File: src/rtl/gsts_pkg.sv
package gsts_pkg;

    localparam int NUM_GROUPS = 4;
    localparam int SLOTS      = 16;
    localparam int TIME_WIDTH = 32;
    localparam int GW         = 2;
    localparam int SW         = 4;
    localparam int CW         = 5;

    localparam logic [CW-1:0] NONE_SLOT = CW'(SLOTS);

    typedef enum logic [2:0] {
        REQ_CREATE  = 3'd0,
        REQ_QUEUE   = 3'd1,
        REQ_PROCESS = 3'd2,
        REQ_ENABLE  = 3'd3,
        REQ_REMOVE  = 3'd4
    } req_t;

    typedef enum logic [2:0] {
        ST_OK       = 3'd0,
        ST_ABSENT   = 3'd1,
        ST_FULL     = 3'd2,
        ST_DISABLED = 3'd3,
        ST_EMPTY    = 3'd4
    } status_t;

    typedef enum logic [2:0] {
        CFG_ENABLE = 3'd0,
        CFG_CAP0   = 3'd1,
        CFG_CAP1   = 3'd2,
        CFG_CAP2   = 3'd3,
        CFG_CAP3   = 3'd4
    } cfg_idx_t;

    typedef enum logic [1:0] {
        S_IDLE,
        S_SCAN,
        S_OUT
    } fsm_t;

    // One slot's contents, rotating along the row of cells.
    typedef struct packed {
        logic                  used;
        logic                  periodic;
        logic                  enabled;
        logic                  remove;
        logic [TIME_WIDTH-1:0] due;
        logic [TIME_WIDTH-1:0] period;
    } slot_t;

    // Command broadcast from the controller to every cell.
    typedef struct packed {
        logic                  shift;
        logic [GW-1:0]         grp;
        logic                  wr_new;
        logic                  wr_periodic;
        logic                  wr_en;
        logic                  en_value;
        logic                  wr_rem;
        logic                  fire;
        logic [TIME_WIDTH-1:0] now;
        logic [TIME_WIDTH-1:0] ivl;
    } cell_cmd_t;

endpackage

File: src/rtl/gsts_if.sv
interface gsts_req_if;
    import gsts_pkg::*;
    logic                  valid;
    logic                  ready;
    logic [2:0]            req_type;
    logic [1:0]            group_index;
    logic [3:0]            target_slot;
    logic [TIME_WIDTH-1:0] now_ms;
    logic [TIME_WIDTH-1:0] interval_ms;
    logic                  enable_value;
    modport source (output valid, req_type, group_index, target_slot, now_ms,
                    interval_ms, enable_value, input ready);
    modport sink (input valid, req_type, group_index, target_slot, now_ms,
                  interval_ms, enable_value, output ready);
endinterface

interface gsts_res_if;
    logic       valid;
    logic       ready;
    logic [2:0] status;
    logic [4:0] result_slot;
    logic       fired;
    logic [4:0] current_slot;
    logic       last;
    modport source (output valid, status, result_slot, fired, current_slot, last,
                    input ready);
    modport sink (input valid, status, result_slot, fired, current_slot, last,
                  output ready);
endinterface

File: src/rtl/gsts_cell.sv
// One slot of every group. Each cell passes a group's slot to the cell before it
// when that group's ring rotates, so the head cell always holds the slot under inspection.
module gsts_cell
    import gsts_pkg::*;
(
    input  logic      clk,
    input  logic      rst_n,
    input  cell_cmd_t cmd,
    input  logic      is_head,
    input  slot_t     prev_slot [NUM_GROUPS],
    output slot_t     slot      [NUM_GROUPS]
);

    logic [NUM_GROUPS-1:0] used_reg, enabled_reg, remove_reg;
    logic [NUM_GROUPS-1:0] periodic_reg;
    logic [TIME_WIDTH-1:0] due_reg    [NUM_GROUPS];
    logic [TIME_WIDTH-1:0] period_reg [NUM_GROUPS];

    always_comb
    begin
        for (int g = 0; g < NUM_GROUPS; g++)
        begin
            slot[g].used     = used_reg[g];
            slot[g].periodic = periodic_reg[g];
            slot[g].enabled  = enabled_reg[g];
            slot[g].remove   = remove_reg[g];
            slot[g].due      = due_reg[g];
            slot[g].period   = period_reg[g];
        end
    end

    // Control bits: rotate, or update when this is the head cell.
    always_ff @(posedge clk or negedge rst_n)
    begin
        if (!rst_n)
        begin
            used_reg    <= '0;
            enabled_reg <= '0;
            remove_reg  <= '0;
        end
        else
        begin
            for (int g = 0; g < NUM_GROUPS; g++)
            begin
                if (cmd.shift && GW'(g) == cmd.grp)
                begin
                    used_reg[g]    <= prev_slot[g].used;
                    enabled_reg[g] <= prev_slot[g].enabled;
                    remove_reg[g]  <= prev_slot[g].remove;
                end
                else if (is_head && GW'(g) == cmd.grp)
                begin
                    if (cmd.wr_new)
                    begin
                        used_reg[g]    <= 1'b1;
                        remove_reg[g]  <= 1'b0;
                        enabled_reg[g] <= !cmd.wr_periodic;
                    end
                    if (cmd.wr_en)
                        enabled_reg[g] <= cmd.en_value;
                    if (cmd.wr_rem)
                        remove_reg[g] <= 1'b1;
                    if (cmd.fire && (!periodic_reg[g] || remove_reg[g]))
                        used_reg[g] <= 1'b0;
                end
            end
        end
    end

    // Payload: times and kind.
    always_ff @(posedge clk)
    begin
        for (int g = 0; g < NUM_GROUPS; g++)
        begin
            if (cmd.shift && GW'(g) == cmd.grp)
            begin
                periodic_reg[g] <= prev_slot[g].periodic;
                due_reg[g]      <= prev_slot[g].due;
                period_reg[g]   <= prev_slot[g].period;
            end
            else if (is_head && GW'(g) == cmd.grp)
            begin
                if (cmd.wr_new)
                begin
                    periodic_reg[g] <= cmd.wr_periodic;
                    period_reg[g]   <= cmd.ivl;
                    due_reg[g]      <= cmd.wr_periodic ? '0 : cmd.now + cmd.ivl;
                end
                if (cmd.fire && periodic_reg[g])
                    due_reg[g] <= cmd.now + period_reg[g];
            end
        end
    end

endmodule

File: src/rtl/gsts_row.sv
// Ring of cells. Rotation of one group brings the slot at position pos+1 to
// the head; the controller tracks the position.
module gsts_row
    import gsts_pkg::*;
(
    input  logic      clk,
    input  logic      rst_n,
    input  cell_cmd_t cmd,
    output slot_t     head [NUM_GROUPS]
);

    slot_t cs [SLOTS][NUM_GROUPS];

    for (genvar c = 0; c < SLOTS; c++)
    begin : g_cell
        gsts_cell u_cell (
            .clk       (clk),
            .rst_n     (rst_n),
            .cmd       (cmd),
            .is_head   (c == 0),
            .prev_slot (cs[(c + 1) % SLOTS]),
            .slot      (cs[c])
        );
    end

    assign head = cs[0];

endmodule

File: src/rtl/gsts_ctrl.sv
// Sequencer: rotates the addressed group's ring once around per request that
// passes the entry checks, acting at the head cell when the wanted slot passes.
module gsts_ctrl
    import gsts_pkg::*;
(
    input  logic      clk,
    input  logic      rst_n,
    input  logic      cfg_we,
    input  logic [2:0] cfg_index,
    input  logic [4:0] cfg_data,
    input  slot_t     head [NUM_GROUPS],
    output cell_cmd_t cmd,
    gsts_req_if.sink   req,
    gsts_res_if.source res
);

    fsm_t state_reg, state_next;
    logic            proc_en_reg;
    logic [CW-1:0]   cap_reg [NUM_GROUPS];
    logic [CW-1:0]   last_reg [NUM_GROUPS];
    logic [GW-1:0]   grp_reg;
    logic [2:0]      type_reg;
    logic [SW-1:0]   tgt_reg;
    logic [TIME_WIDTH-1:0] now_reg, ivl_reg;
    logic            en_reg;
    logic [CW-1:0]   cnt_reg;
    logic [SW-1:0]   pos_reg [NUM_GROUPS];
    logic            done_reg;
    logic [CW-1:0]   found_reg;

    logic            ov_reg;
    logic [2:0]      ost_reg;
    logic [CW-1:0]   oslot_reg, ocur_reg;
    logic            ofired_reg, olast_reg;

    logic [CW-1:0] cap_sat, cap_in, cur_in;
    slot_t         h;
    logic          accept, res_free, at_end, hit, in_cap;
    logic [CW-1:0] pos_ext;

    assign res_free = !ov_reg || res.ready;
    assign accept   = req.valid && req.ready;
    assign h        = head[grp_reg];
    assign cap_sat  = cap_reg[grp_reg] > CW'(SLOTS) ? CW'(SLOTS) : cap_reg[grp_reg];
    assign cap_in   = cap_reg[req.group_index] > CW'(SLOTS) ? CW'(SLOTS)
                                                             : cap_reg[req.group_index];
    assign cur_in   = cap_in != '0 ? last_reg[req.group_index] : NONE_SLOT;
    assign pos_ext  = CW'(pos_reg[grp_reg]);
    assign in_cap   = pos_ext < cap_sat;
    assign at_end   = cnt_reg == CW'(SLOTS - 1);

    // Next state. The scan ends only on the shift that completes the turn.
    always_comb
    begin
        state_next = state_reg;
        unique case (state_reg)
            S_IDLE:
                if (accept && req.req_type <= REQ_REMOVE && cap_in != '0
                    && !(req.req_type == REQ_PROCESS && !proc_en_reg))
                    state_next = S_SCAN;
            S_SCAN:
                if (at_end && cmd.shift)
                    state_next = S_OUT;
            S_OUT:
                if (res_free)
                    state_next = S_IDLE;
            default: state_next = S_IDLE;
        endcase
    end

    // Whether the head slot triggers a result this cycle.
    always_comb
    begin
        hit = 1'b0;
        if (state_reg == S_SCAN && in_cap && !done_reg)
        begin
            unique case (req_t'(type_reg))
                REQ_CREATE, REQ_QUEUE: hit = 1'b0;
                REQ_ENABLE, REQ_REMOVE: hit = 1'b0;
                REQ_PROCESS: hit = h.used && h.enabled && now_reg >= h.due;
                default: hit = 1'b0;
            endcase
        end
    end

    // Cell command outputs.
    always_comb
    begin
        cmd = '0;
        cmd.grp = grp_reg;
        cmd.now = now_reg;
        cmd.ivl = ivl_reg;
        cmd.en_value = en_reg;
        cmd.wr_periodic = type_reg == REQ_CREATE;
        if (state_reg == S_SCAN)
        begin
            cmd.shift = !hit || res_free ? !hit || res_free : 1'b0;
            if (in_cap && !done_reg)
            begin
                unique case (req_t'(type_reg))
                    REQ_CREATE, REQ_QUEUE: cmd.wr_new = !h.used;
                    REQ_ENABLE: cmd.wr_en  = h.used && pos_reg[grp_reg] == tgt_reg;
                    REQ_REMOVE: cmd.wr_rem = h.used && pos_reg[grp_reg] == tgt_reg;
                    REQ_PROCESS: cmd.fire  = hit && res_free;
                    default: cmd.shift = cmd.shift;
                endcase
            end
            // A write at the head lands this cycle; the ring turns next cycle.
            if (cmd.wr_new || cmd.wr_en || cmd.wr_rem || cmd.fire)
                cmd.shift = 1'b0;
        end
    end

    assign req.ready = state_reg == S_IDLE && res_free;

    always_ff @(posedge clk or negedge rst_n)
    begin
        if (!rst_n)
        begin
            state_reg   <= S_IDLE;
            proc_en_reg <= 1'b0;
            ov_reg      <= 1'b0;
            done_reg    <= 1'b0;
            cnt_reg     <= '0;
            for (int g = 0; g < NUM_GROUPS; g++)
            begin
                cap_reg[g]  <= '0;
                last_reg[g] <= NONE_SLOT;
                pos_reg[g]  <= '0;
            end
        end
        else
        begin
            state_reg <= state_next;
            // Configuration writes.
            if (cfg_we)
            begin
                if (cfg_index == CFG_ENABLE)
                    proc_en_reg <= cfg_data[0];
                else if (!proc_en_reg)
                begin
                    for (int g = 0; g < NUM_GROUPS; g++)
                        if (cfg_index == 3'(g + 1))
                            cap_reg[g] <= cfg_data;
                end
            end
            // Result valid: set when a result is loaded, cleared after its transfer.
            if (accept && state_next != S_SCAN)
                ov_reg <= 1'b1;
            else if (state_reg == S_SCAN && cmd.fire)
                ov_reg <= 1'b1;
            else if (state_reg == S_OUT && res_free)
                ov_reg <= 1'b1;
            else if (res.ready)
                ov_reg <= 1'b0;
            if (accept)
            begin
                done_reg <= 1'b0;
                cnt_reg  <= '0;
            end
            if (state_reg == S_SCAN)
            begin
                // A processed slot is handled once; the flag clears as it leaves the head.
                if (cmd.shift)
                begin
                    pos_reg[grp_reg] <= pos_reg[grp_reg] + 1'b1;
                    cnt_reg <= cnt_reg + 1'b1;
                    if (type_reg == REQ_PROCESS)
                        done_reg <= 1'b0;
                end
                if (cmd.wr_new || cmd.wr_en || cmd.wr_rem || cmd.fire)
                    done_reg <= 1'b1;
                if (cmd.fire)
                    last_reg[grp_reg] <= pos_ext;
            end
        end
    end

    // Request capture and result payload.
    always_ff @(posedge clk)
    begin
        if (accept)
        begin
            grp_reg   <= req.group_index;
            type_reg  <= req.req_type;
            tgt_reg   <= req.target_slot;
            now_reg   <= req.now_ms;
            ivl_reg   <= req.interval_ms;
            en_reg    <= req.enable_value;
            found_reg <= NONE_SLOT;
            ofired_reg <= 1'b0;
            olast_reg  <= 1'b1;
            oslot_reg  <= NONE_SLOT;
            ocur_reg   <= cur_in;
            if (req.req_type > REQ_REMOVE)
                ost_reg <= ST_OK;
            else if (req.req_type == REQ_PROCESS && !proc_en_reg)
                ost_reg <= ST_DISABLED;
            else if (cap_in == '0)
                ost_reg <= ST_ABSENT;
        end
        if (state_reg == S_SCAN)
        begin
            if (cmd.wr_new || cmd.wr_en || cmd.wr_rem)
                found_reg <= pos_ext;
            if (cmd.fire)
            begin
                ost_reg    <= ST_OK;
                oslot_reg  <= pos_ext;
                ofired_reg <= 1'b1;
                ocur_reg   <= pos_ext;
                olast_reg  <= 1'b0;
            end
        end
        if (state_reg == S_OUT && res_free)
        begin
            ofired_reg <= 1'b0;
            olast_reg  <= 1'b1;
            ocur_reg   <= cap_sat != '0 ? last_reg[grp_reg] : NONE_SLOT;
            unique case (req_t'(type_reg))
                REQ_PROCESS:
                begin
                    ost_reg   <= ST_OK;
                    oslot_reg <= NONE_SLOT;
                end
                REQ_CREATE, REQ_QUEUE:
                begin
                    ost_reg   <= found_reg == NONE_SLOT ? ST_FULL : ST_OK;
                    oslot_reg <= found_reg;
                end
                REQ_ENABLE, REQ_REMOVE:
                begin
                    ost_reg   <= found_reg == NONE_SLOT ? ST_EMPTY : ST_OK;
                    oslot_reg <= CW'(tgt_reg);
                end
                default:
                begin
                    ost_reg   <= ST_OK;
                    oslot_reg <= NONE_SLOT;
                end
            endcase
        end
    end

    assign res.valid        = ov_reg;
    assign res.status       = ost_reg;
    assign res.result_slot  = oslot_reg;
    assign res.fired        = ofired_reg;
    assign res.current_slot = ocur_reg;
    assign res.last         = olast_reg;

`ifndef SYNTHESIS
    a_ready_idle: assert property (@(posedge clk) disable iff (!rst_n)
        req.ready |-> state_reg == S_IDLE)
        else $error("ready outside idle");
    a_scan_bound: assert property (@(posedge clk) disable iff (!rst_n)
        state_reg == S_SCAN |-> cnt_reg < CW'(SLOTS))
        else $error("scan overran ring");
    a_one_write: assert property (@(posedge clk) disable iff (!rst_n)
        $onehot0({cmd.wr_new, cmd.wr_en, cmd.wr_rem, cmd.fire, cmd.shift}))
        else $error("conflicting cell commands");
    a_fire_out: assert property (@(posedge clk) disable iff (!rst_n)
        cmd.fire |=> ov_reg && ofired_reg)
        else $error("fire without result");
`endif

endmodule

File: src/rtl/grouped_soft_timer_scheduler_top.sv
// Grouped soft timer scheduler: four groups of up to sixteen timer slots, held
// in a ring of sixteen cells per group. Every accepted request other than an
// early error rotates the addressed group's ring one full turn, one slot per
// cycle except where a slot is written, a task fires or a result stalls; a new
// request is taken only once the turn and its final result are done. Errors
// caught on entry (unknown request, processing disabled, group absent) return
// their result without turning the ring. Results are delivered one at a time
// with last set on the final one; a stalled result holds the ring in place.
module grouped_soft_timer_scheduler_top
    import gsts_pkg::*;
(
    input  logic        clk,
    input  logic        rst_n,
    input  logic        cfg_we,
    input  logic [2:0]  cfg_index,
    input  logic [4:0]  cfg_data,
    gsts_req_if.sink    req,
    gsts_res_if.source  res
);

    cell_cmd_t cmd;
    slot_t     head [NUM_GROUPS];

    gsts_row u_row (
        .clk   (clk),
        .rst_n (rst_n),
        .cmd   (cmd),
        .head  (head)
    );

    gsts_ctrl u_ctrl (
        .clk       (clk),
        .rst_n     (rst_n),
        .cfg_we    (cfg_we),
        .cfg_index (cfg_index),
        .cfg_data  (cfg_data),
        .head      (head),
        .cmd       (cmd),
        .req       (req),
        .res       (res)
    );

endmodule

File: src/flat_wrapper.sv
// flat-port wrapper written by rule: the top's interface ports become plain ports
module grouped_soft_timer_scheduler_top_flat import gsts_pkg::*;
  (clk, rst_n, cfg_we, cfg_index, cfg_data, req_valid, req_req_type, req_group_index, req_target_slot, req_now_ms, req_interval_ms, req_enable_value, req_ready, res_valid, res_status, res_result_slot, res_fired, res_current_slot, res_last, res_ready);
  gsts_req_if req_i ();
  gsts_res_if res_i ();
  input  logic clk;
  input  logic rst_n;
  input  logic cfg_we;
  input  logic [2:0] cfg_index;
  input  logic [4:0] cfg_data;
  input wire logic [$bits(req_i.valid)-1:0] req_valid;
  input wire logic [$bits(req_i.req_type)-1:0] req_req_type;
  input wire logic [$bits(req_i.group_index)-1:0] req_group_index;
  input wire logic [$bits(req_i.target_slot)-1:0] req_target_slot;
  input wire logic [$bits(req_i.now_ms)-1:0] req_now_ms;
  input wire logic [$bits(req_i.interval_ms)-1:0] req_interval_ms;
  input wire logic [$bits(req_i.enable_value)-1:0] req_enable_value;
  output wire logic [$bits(req_i.ready)-1:0] req_ready;
  output wire logic [$bits(res_i.valid)-1:0] res_valid;
  output wire logic [$bits(res_i.status)-1:0] res_status;
  output wire logic [$bits(res_i.result_slot)-1:0] res_result_slot;
  output wire logic [$bits(res_i.fired)-1:0] res_fired;
  output wire logic [$bits(res_i.current_slot)-1:0] res_current_slot;
  output wire logic [$bits(res_i.last)-1:0] res_last;
  input wire logic [$bits(res_i.ready)-1:0] res_ready;
  assign req_i.valid = req_valid;
  assign req_i.req_type = req_req_type;
  assign req_i.group_index = req_group_index;
  assign req_i.target_slot = req_target_slot;
  assign req_i.now_ms = req_now_ms;
  assign req_i.interval_ms = req_interval_ms;
  assign req_i.enable_value = req_enable_value;
  assign req_ready = req_i.ready;
  assign res_valid = res_i.valid;
  assign res_status = res_i.status;
  assign res_result_slot = res_i.result_slot;
  assign res_fired = res_i.fired;
  assign res_current_slot = res_i.current_slot;
  assign res_last = res_i.last;
  assign res_i.ready = res_ready;
  grouped_soft_timer_scheduler_top u_core (.clk(clk), .rst_n(rst_n), .cfg_we(cfg_we), .cfg_index(cfg_index), .cfg_data(cfg_data), .req(req_i), .res(res_i));
endmodule
File: config.mk
export PLATFORM = sky130hd
export DESIGN_NAME = grouped_soft_timer_scheduler_top_flat
export DESIGN_NICKNAME = d
export VERILOG_FILES = /design/src/rtl/gsts_pkg.sv /design/src/rtl/gsts_if.sv /design/src/rtl/gsts_cell.sv /design/src/rtl/gsts_row.sv /design/src/rtl/gsts_ctrl.sv /design/src/rtl/grouped_soft_timer_scheduler_top.sv /design/src/flat_wrapper.sv
export SDC_FILE = /design/constraint.sdc
export NUM_CORES = 2
export LEC_CHECK = 0
export BUFFER_PORTS_ARGS = -buffer_cell sky130_fd_sc_hd__buf_2
export CAP_MARGIN = 10
export CORE_MARGIN = 4
export CORE_UTILIZATION = 25
export DETAILED_ROUTE_END_ITERATION = 10
export PLACE_DENSITY = 0.38
export SLEW_MARGIN = 20
export SYNTH_ARGS = -nofsm -noshare
export SYNTH_HDL_FRONTEND = slang
export SYNTH_SLANG_ARGS = --single-unit
File: constraint.sdc
create_clock -name clk -period 40.8 [get_ports clk]
set_input_delay 2.04 -clock clk [delete_from_list [all_inputs] [get_ports clk]]
set_output_delay 2.04 -clock clk [all_outputs]
set_load 0.05 [all_outputs]
# Yosys cells after proc, flatten, opt, wreduce, memory -nomap -nowiden

Memories as Yosys holds them, arrays and structs flattened.
Index checks and enable logic that the tools add are counted.

Memories kept: 32
Logic and storage cells: 1039
Memory bits (read-only): 0
Bits in latches: 0
Output and inout bits: 17
Input bits: 87
Bits in writable memories: 4096
Register bits after elaboration: 416

Memory list:

| name                                      | depth | width | read ports | clocked after Yosys merged registers in | write ports | RTL line        | text |
|---|---|---|---|---|---|---|---|
| u_core.u_row.g_cell[0].u_cell.due_reg     | 4     | 32    | 4          | 0                                       | 1           | gsts_cell.sv:16 | `logic [TIME_WIDTH-1:0] due_reg [NUM_GROUPS];` |
| u_core.u_row.g_cell[0].u_cell.period_reg  | 4     | 32    | 4          | 0                                       | 1           | gsts_cell.sv:17 | `logic [TIME_WIDTH-1:0] period_reg [NUM_GROUPS];` |
| u_core.u_row.g_cell[10].u_cell.due_reg    | 4     | 32    | 4          | 0                                       | 1           | gsts_cell.sv:16 |  |
| u_core.u_row.g_cell[10].u_cell.period_reg | 4     | 32    | 4          | 0                                       | 1           | gsts_cell.sv:17 |  |
| u_core.u_row.g_cell[11].u_cell.due_reg    | 4     | 32    | 4          | 0                                       | 1           | gsts_cell.sv:16 |  |
| u_core.u_row.g_cell[11].u_cell.period_reg | 4     | 32    | 4          | 0                                       | 1           | gsts_cell.sv:17 |  |
| +26 memories                              | --    | --    | --         | --                                      | --          | --              |  |

Reduce and logical (&&, ||, !) cells: 202
$mul: 0
Eq/ne operators: 18
Divide/modulo/power cells: 0
Add/subtract/negate cells: 7
Multiplexer cells: 470
Shifts and indexed selects: 0
Bitwise operators: 16
$lt $le $gt $ge: 9

Operators by type and width:

| cell                                                             | number |
|---|---|
| 32-bit two-way mux                                               | 109 |
| 32-bit OR reduction                                              | 96 |
| 2-bit two-way mux                                                | 103 |
| 1-bit two-way mux                                                | 205 |
| 32-bit adder                                                     | 5 |
| 68-bit binary-select mux with 2-bit select                       | 1 |
| 68-bit two-way mux                                               | 2 |
| 5-bit two-way mux                                                | 27 |
| 5-bit binary-select mux with 2-bit select                        | 4 |
| 2-bit AND reduction                                              | 19 |
| 3-bit nonzero test                                               | 12 |
| 32-bit greater-or-equal comparator                               | 1 |
| 1-bit logical AND                                                | 30 |
| 3-bit two-way mux                                                | 8 |
| 20-bit bitwise mux                                               | 1 |
| 16-bit bitwise mux                                               | 1 |
| 4-bit AND reduction                                              | 4 |
| 2-bit nonzero test                                               | 8 |
| 3-bit by 2-bit == test with 1-bit output (second input constant) | 5 |
| 1-bit logical OR                                                 | 12 |
| 4-bit two-way mux                                                | 3 |
| 1-bit OR                                                         | 12 |
| 1-bit zero test                                                  | 11 |
| 5-bit demux with 2-bit select                                    | 1 |
| 31 further kinds                                                 | 42 |

# Longest topological paths before layout

Depth after elaboration: 27
Mapped depth: 20
Gate-level depth less buffers: 14

# Cells and area by module

From an unflattened synthesis, not the netlist that was laid out.

Cells, all modules: 38256
Area total of the unflattened synthesis: 335800.8 sq um

Modules (own cells, without submodules):

| module                                         | seq. area each (sq um) | instances | area an instance (sq um) | cells each |
|---|---|---|---|---|
| gsts_cell (u_core.u_row.g_cell[15].u_cell ...) | 8107.8                 | 7         | 20345.8                  | 2331 |
| gsts_cell (u_core.u_row.g_cell[11].u_cell ...) | 8107.8                 | 3         | 20362.0                  | 2353 |
| gsts_cell (u_core.u_row.g_cell[14].u_cell)     | 8107.8                 | 1         | 20877.5                  | 2382 |
| gsts_cell (u_core.u_row.g_cell[7].u_cell)      | 8107.8                 | 1         | 20754.9                  | 2403 |
| gsts_cell (u_core.u_row.g_cell[2].u_cell)      | 8107.8                 | 1         | 20682.3                  | 2386 |
| gsts_cell (u_core.u_row.g_cell[0].u_cell)      | 8107.8                 | 1         | 20533.4                  | 2310 |
| gsts_cell (u_core.u_row.g_cell[9].u_cell)      | 8107.8                 | 1         | 20440.9                  | 2384 |
| gsts_cell (u_core.u_row.g_cell[10].u_cell)     | 8107.8                 | 1         | 20424.6                  | 2351 |
| gsts_ctrl                                      | 4279.1                 | 1         | 8573.2                   | 662 |
| gsts_row                                       | 0.0                    | 1         | 7.5                      | 2 |

# Least setup slack after synthesis

Ideal clock, no wire load.

Path type: flip-flop to flip-flop
Start point: register u_core.u_ctrl.grp_reg[0]
End point: register u_core.u_row.g_cell[0].u_cell.used_reg[0]
Period minus slack after synthesis: 17.159 ns
Cell stages (with the launch flop): 19
Data required time: 40.164 ns
Setup time: 0.636 ns
Setup slack: 23.641 ns
Path buffers: 7
Arrival: 16.523 ns
Path through: edfxtp_1 buf_6 buf_1 buf_1 buf_1 mux4_2 inv_1 ha_1 and3_1 a221o_1 a221oi_1 o221a_2 o21ai_0 a21oi_2 and2_1 buf_2 buf_6 buf_2 o21ai_0

Longest elaborated chain between the ends: 20
Elaborated cells on any way between the ends: 54
Classes of those cells: 3 x order compare; 1 x eq/ne; 30 x mux; 1 x bitwise; 19 x reduce/logical

RTL lines:

| what                                                                      | RTL line         | text |
|---|---|---|
| start, declared                                                           | gsts_ctrl.sv:21  | `logic [GW-1:0] grp_reg;` |
| start signal, assigned                                                    | gsts_ctrl.sv:184 | `grp_reg <= req.group_index;` |
| 2-bit NOT with 3-bit output (implied by the code)                         | --               |  |
| 5-bit binary-select mux with 2-bit select                                 | gsts_ctrl.sv:44  | `assign cap_sat = cap_reg[grp_reg] > CW'(SLOTS) ? CW'(SLOTS) : cap_reg[grp_reg];` |
| 5-bit two-way mux (implied by the code) (2 in a row)                      | gsts_ctrl.sv:44  |  |
| 5-bit > comparator                                                        | gsts_ctrl.sv:44  |  |
| 5-bit two-way mux                                                         | gsts_ctrl.sv:44  |  |
| 4-bit by 5-bit less-than comparator with 1-bit output                     | gsts_ctrl.sv:49  | `assign in_cap = pos_ext < cap_sat;` |
| 1-bit logical AND (2 in a row)                                            | gsts_ctrl.sv:75  | `if (state_reg == S_SCAN && in_cap && !done_reg)` |
| 1-bit two-way mux                                                         | gsts_ctrl.sv:75  |  |
| [... 2 more ...]                                                          | --               |  |
| 2-bit two-way mux                                                         | gsts_ctrl.sv:98  | `if (in_cap && !done_reg)` |
| 2-bit two-way mux                                                         | gsts_ctrl.sv:95  | `if (state_reg == S_SCAN)` |
| 1-bit logical OR                                                          | gsts_ctrl.sv:109 | `if (cmd.wr_new \|\| cmd.wr_en \|\| cmd.wr_rem \|\| cmd.fire)` |
| 1-bit two-way mux                                                         | gsts_ctrl.sv:109 |  |
| 1-bit two-way mux                                                         | gsts_ctrl.sv:95  |  |
| 1-bit logical AND                                                         | gsts_cell.sv:45  | `if (cmd.shift && GW'(g) == cmd.grp)` |
| 3-bit nonzero test (no source line) or 2-bit nonzero test (tied branches) | --               |  |
| 2-bit AND reduction (no source line)                                      | --               |  |
| end signal, assigned by index                                             | gsts_cell.sv:47  | `used_reg[g] <= prev_slot[g].used;` |
| end, declared                                                             | gsts_cell.sv:14  | `logic [NUM_GROUPS-1:0] used_reg, enabled_reg, remove_reg;` |

Parallel ways exist; a longest one is shown, timed or not. The select of a mux whose other input is x is not followed.
A chain may end at the register's enable or synchronous reset.

# Worst setup path in the final report

Start point: register u_core.u_ctrl.grp_reg[0]
End point: memory u_core.u_row.g_cell[2].u_cell.period_reg[2][6] (enable)

Longest elaborated chain between the ends: 24
Elaborated cells on any way between the ends: 68
Classes of those cells: 3 x order compare; 4 x eq/ne; 39 x mux; 1 x bitwise; 21 x reduce/logical

RTL lines:

| what                                                                                 | RTL line         | text |
|---|---|---|
| 2-bit NOT with 3-bit output (implied by the code)                                    | --               |  |
| 5-bit binary-select mux with 2-bit select                                            | gsts_ctrl.sv:44  |  |
| 5-bit two-way mux (implied by the code) (2 in a row)                                 | gsts_ctrl.sv:44  |  |
| 5-bit > comparator                                                                   | gsts_ctrl.sv:44  |  |
| 5-bit two-way mux                                                                    | gsts_ctrl.sv:44  |  |
| 4-bit by 5-bit less-than comparator with 1-bit output                                | gsts_ctrl.sv:49  |  |
| 1-bit logical AND (2 in a row)                                                       | gsts_ctrl.sv:75  |  |
| 1-bit two-way mux                                                                    | gsts_ctrl.sv:75  |  |
| [... 4 more ...]                                                                     | --               |  |
| 1-bit logical OR                                                                     | gsts_ctrl.sv:109 |  |
| 1-bit two-way mux                                                                    | gsts_ctrl.sv:109 |  |
| 1-bit two-way mux                                                                    | gsts_ctrl.sv:95  |  |
| 1-bit logical AND                                                                    | gsts_cell.sv:75  | `if (cmd.shift && GW'(g) == cmd.grp)` |
| 1-bit two-way mux                                                                    | gsts_cell.sv:75  |  |
| 1-bit two-way mux (implied by the code)                                              | gsts_cell.sv:79  | `period_reg[g] <= prev_slot[g].period;` |
| 32-bit OR reduction (no source line)                                                 | --               |  |
| 2-bit two-way mux (no source line) or 1-bit two-way mux (tied branches) (3 in a row) | --               |  |
| end, declared                                                                        | gsts_cell.sv:17  |  |

Parallel ways exist; a longest one is shown, timed or not. The select of a mux whose other input is x is not followed.

==> metrics <==
maximum root-to-sink buffer count=4; LEAKAGE=0.0595 uW; clk_skew=0.109 ns; row cnt=285; worst setup path start=u_core.u_ctrl.grp_reg[0]; initial antenna violation count=69; Mapped Cells=7326; vias in the first global route=67500; critical path required time=41.37 ns; Max H-tree Level=5; EDFF count, synth=4234; CP delay by family, top=buffers and inverters; largest family of logic cells by synthesized area=simple AND/OR/NAND/NOR gates; Compound-Gate Fraction of Synth Area=3.09%; ys flop type=edfxtp_1; Initial DRC Count=6530; residual DRC count=0; Worst-path clk slew=0.06 ns; CTS tree=done; DP Cell Count=15400; mux cell area share after synthesis=1.92%; drt total wl=346000 microns; Slowest cell on crit path=buf_4; Die X=787 microns; CTS Buf Count=480; Core Area=0.604 sq mm; Vias=67100; Seq pwr share=54.1%; unrepaired setup endpoints after global routing=no; Hold Startpoint=u_core.u_row.g_cell[3].u_cell.due_reg[2][10]; FFs w/ async S/R, synth=5.72%; Chip Height=787 microns; Synth-to-Final Area Change=17.4%; crit-path cells=buf_12 > mux4_2 > inv_1 > ha_1 > and3_1 > a221o_1 > a221oi_1 > o221a_2 > o21ai_1 > a21oi_2 > buf_4 > nand2_2 > buf_4 > inv_8 > buf_4 > buf_4 > buf_4 > buf_6; synth warn=0; max incr delay on CP=0.82 ns; full die area=0.620 sq mm; WL per Instance=21.2 microns; dpl hpwl=206000 microns; Max Cap Violations=0; worst path bufs/invs=9; Port Buffers=103; GRT Residual Overflow=0; Mapped Nets=7611; pwr dens=68.2 mW/mm^2; filler cell count=58700; Seq cells post-synth=4512; setup violators final=0; fmax=0.109 GHz; Avg Inst Size Synth=20.7 sq um; Worst slew margin=17.8%; vias per cell=4.10; commonest non-fill, non-tap cell in the layout=edfxtp_1; Tmin final=9.17 ns; CP max FO=102; final net count=8166; Starting Density=25.1%; most frequent cells in the layout=edfxtp_1 (4234), nand2_1 (827), clkbuf_16 (480); status=complete, no violations; Netlist cell types=82; post-synthesis sequential area ratio=88.3%; Power Internal=8950 uW; setup total negative slack=0 ns; number of I/O pins=104; peak supply drop=0.0000442 V; GRT Total Usage=10.7%; Synth Area in XOR/XNOR=0.819%; Post-Synth Adder-Cell Area=1.66%; clock root buffer=clkbuf_16; critical path's most frequent cell=buf_4; Switching Fraction=26.4%; Slew Limit Fails=0; Reg area=0.134 sq mm; transition time of the tightest slew-check pin=1.22 ns; Clock Power Share=34.6%; Final Hold Viols=0; HP Class=reg -> reg; Combinational Power Share=11.4%; share of cells above drive strength 1=13.5%; Worst EP arrival=9.74 ns; Switching Power=3200 uW; Synth Area in Simple Gates=3.57%; Post-DRT Antenna Nets=0; CP startpoint kind=flip-flop; largest net degree at the start of global routing=178; Worst Setup Path Type=reg -> reg; gp weighted congestion=0.831; Worst-Skew Late Latency=1.04 ns; fin crit share=22.5%; area of the multi-input gates=0.0169 sq mm; crit end category=flip-flop; clk sinks=4512; # resized after CTS=0; hold_buf cts=0; first-pass GRT wire length=492000 microns; r2r startpoint=u_core.u_ctrl.grp_reg[0]; synthesized area=0.152 sq mm; post-route insts no fill=16300; drt first pass iters=5; postcts setup bufs=0
metal layers:
| metal | share of wire (%) | vias up | routed length [microns] | GRT usage, % |
|---|---|---|---|---|
| met4 | 3.5 | 0 | 12100 | 3.66 |
| met1 | 49 | 35300 | 170000 | 16.0 |
| met5 | 0 | - | 0 | 0 |
| met3 | 4.7 | 569 | 16200 | 1.74 |
| li1 | - | 29500 | - | - |
| met2 | 43 | 1690 | 148000 | 15.7 |
metrics by stage:
| stage | cell area, sq um | hold slack (ns) | util, % | setup WS, ns | total power, uW |
|---|---|---|---|---|---|
| after floorplan | 152000 | 0.400 | - | 23.64 | 7730 |
| after global placement | 163000 | 0.400 | 27.0 | 31.41 | 8030 |
| after detailed placement | 163000 | 0.405 | 27.0 | 31.26 | 8070 |
| after CTS | 178000 | 0.330 | 29.5 | 31.12 | 12400 |
| after global routing | 178000 | 0.347 | 29.5 | 31.04 | 12700 |
| final | 178000 | 0.345 | 29.5 | 31.63 | 12200 |
power by group through the flow:
stage / Sequential [uW] / Clock [uW] / Combinational [uW]
global route: 6640 / 4570 / 1520
global placement: 6640 / 0 / 1390
detailed placement: 6660 / 0 / 1410
floorplan: 6870 / 0 / 859
finish: 6570 / 4200 / 1380
CTS: 6580 / 4380 / 1420
cell usage after synthesis (all sizes together) (18+ instances only):
| cell type | count | share of area [%] |
|---|---|---|
| nor2b | 22 | 0.091 |
| a21oi | 222 | 0.74 |
| mux2 | 125 | 0.96 |
| nand4 | 18 | 0.074 |
| nor2 | 168 | 0.42 |
| nand2 | 836 | 2.1 |
| o21a | 24 | 0.12 |
| clkbuf | 78 | 0.19 |
| dfrtp | 254 | 4.2 |
| mux4 | 53 | 0.79 |
| edfxtp | 4234 | 84 |
| nand3 | 56 | 0.18 |
| ha | 193 | 1.6 |
| a211oi | 58 | 0.29 |
| a21o | 70 | 0.35 |
| a31oi | 31 | 0.13 |
| xor2 | 55 | 0.32 |
| a22oi | 19 | 0.094 |
| o21ai | 189 | 0.62 |
| dfxtp | 20 | 0.26 |
| mux2i | 27 | 0.18 |
| xnor2 | 87 | 0.50 |
| inv | 95 | 0.23 |
| nor3 | 54 | 0.18 |
| nand2b | 39 | 0.16 |
| and2 | 20 | 0.082 |
| buf | 66 | 0.25 |
worst reg2reg max path: stages, from the launching register on:
cell and delay [ns]:
edfxtp_1 0.37, buf_12 0.41, mux4_2 0.80, inv_1 0.08, ha_1 0.24, and3_1 0.24, a221o_1 0.44, a221oi_1 0.38
o221a_2 0.35, o21ai_1 0.45, a21oi_2 0.31, buf_4 0.32, nand2_2 0.08, buf_4 0.31, inv_8 0.56, buf_4 0.82
buf_4 0.85, buf_4 0.81, buf_6 0.80
final timing paths:
path / cells after the start / slack (ns) / end
max in group asynchronous: 2 / 38.35 / u_core.u_row.g_cell[5].u_cell.used_reg[3]
min: 0 / 0.35 / u_core.u_row.g_cell[2].u_cell.due_reg[2][10]
max: 18 / 31.63 / u_core.u_row.g_cell[2].u_cell.period_reg[2][6]
min reg2reg: 0 / 0.35 / u_core.u_row.g_cell[2].u_cell.due_reg[2][10]
max reg2reg: 18 / 31.63 / u_core.u_row.g_cell[2].u_cell.period_reg[2][6]
min in group asynchronous: 1 / 1.01 / u_core.u_ctrl.res.valid
area by class of cell:
| cell class | instances | area share (%) |
|---|---|---|
| antenna | 10 | 0.0140 |
| clock buffer | 599 | 7.04 |
| clock inverter | 294 | 1.55 |
| inverter | 97 | 0.219 |
| multi-input combinational | 2573 | 9.50 |
| sequential | 4512 | 75.2 |
| tap | 8036 | 5.64 |
| timing repair buffer | 217 | 0.851 |
logic make-up (layout without fill, tap and decap cells):
logic type	Yosys count	after routing
flops	4512	4512
fa+ha+maj	198	198
other cells	0	10
mux	205	205
simple gates	1280	1280
compound gates	748	748
buf+inv	241	1207
xor+xnor	142	142
(Power assumes the default switching activity.)
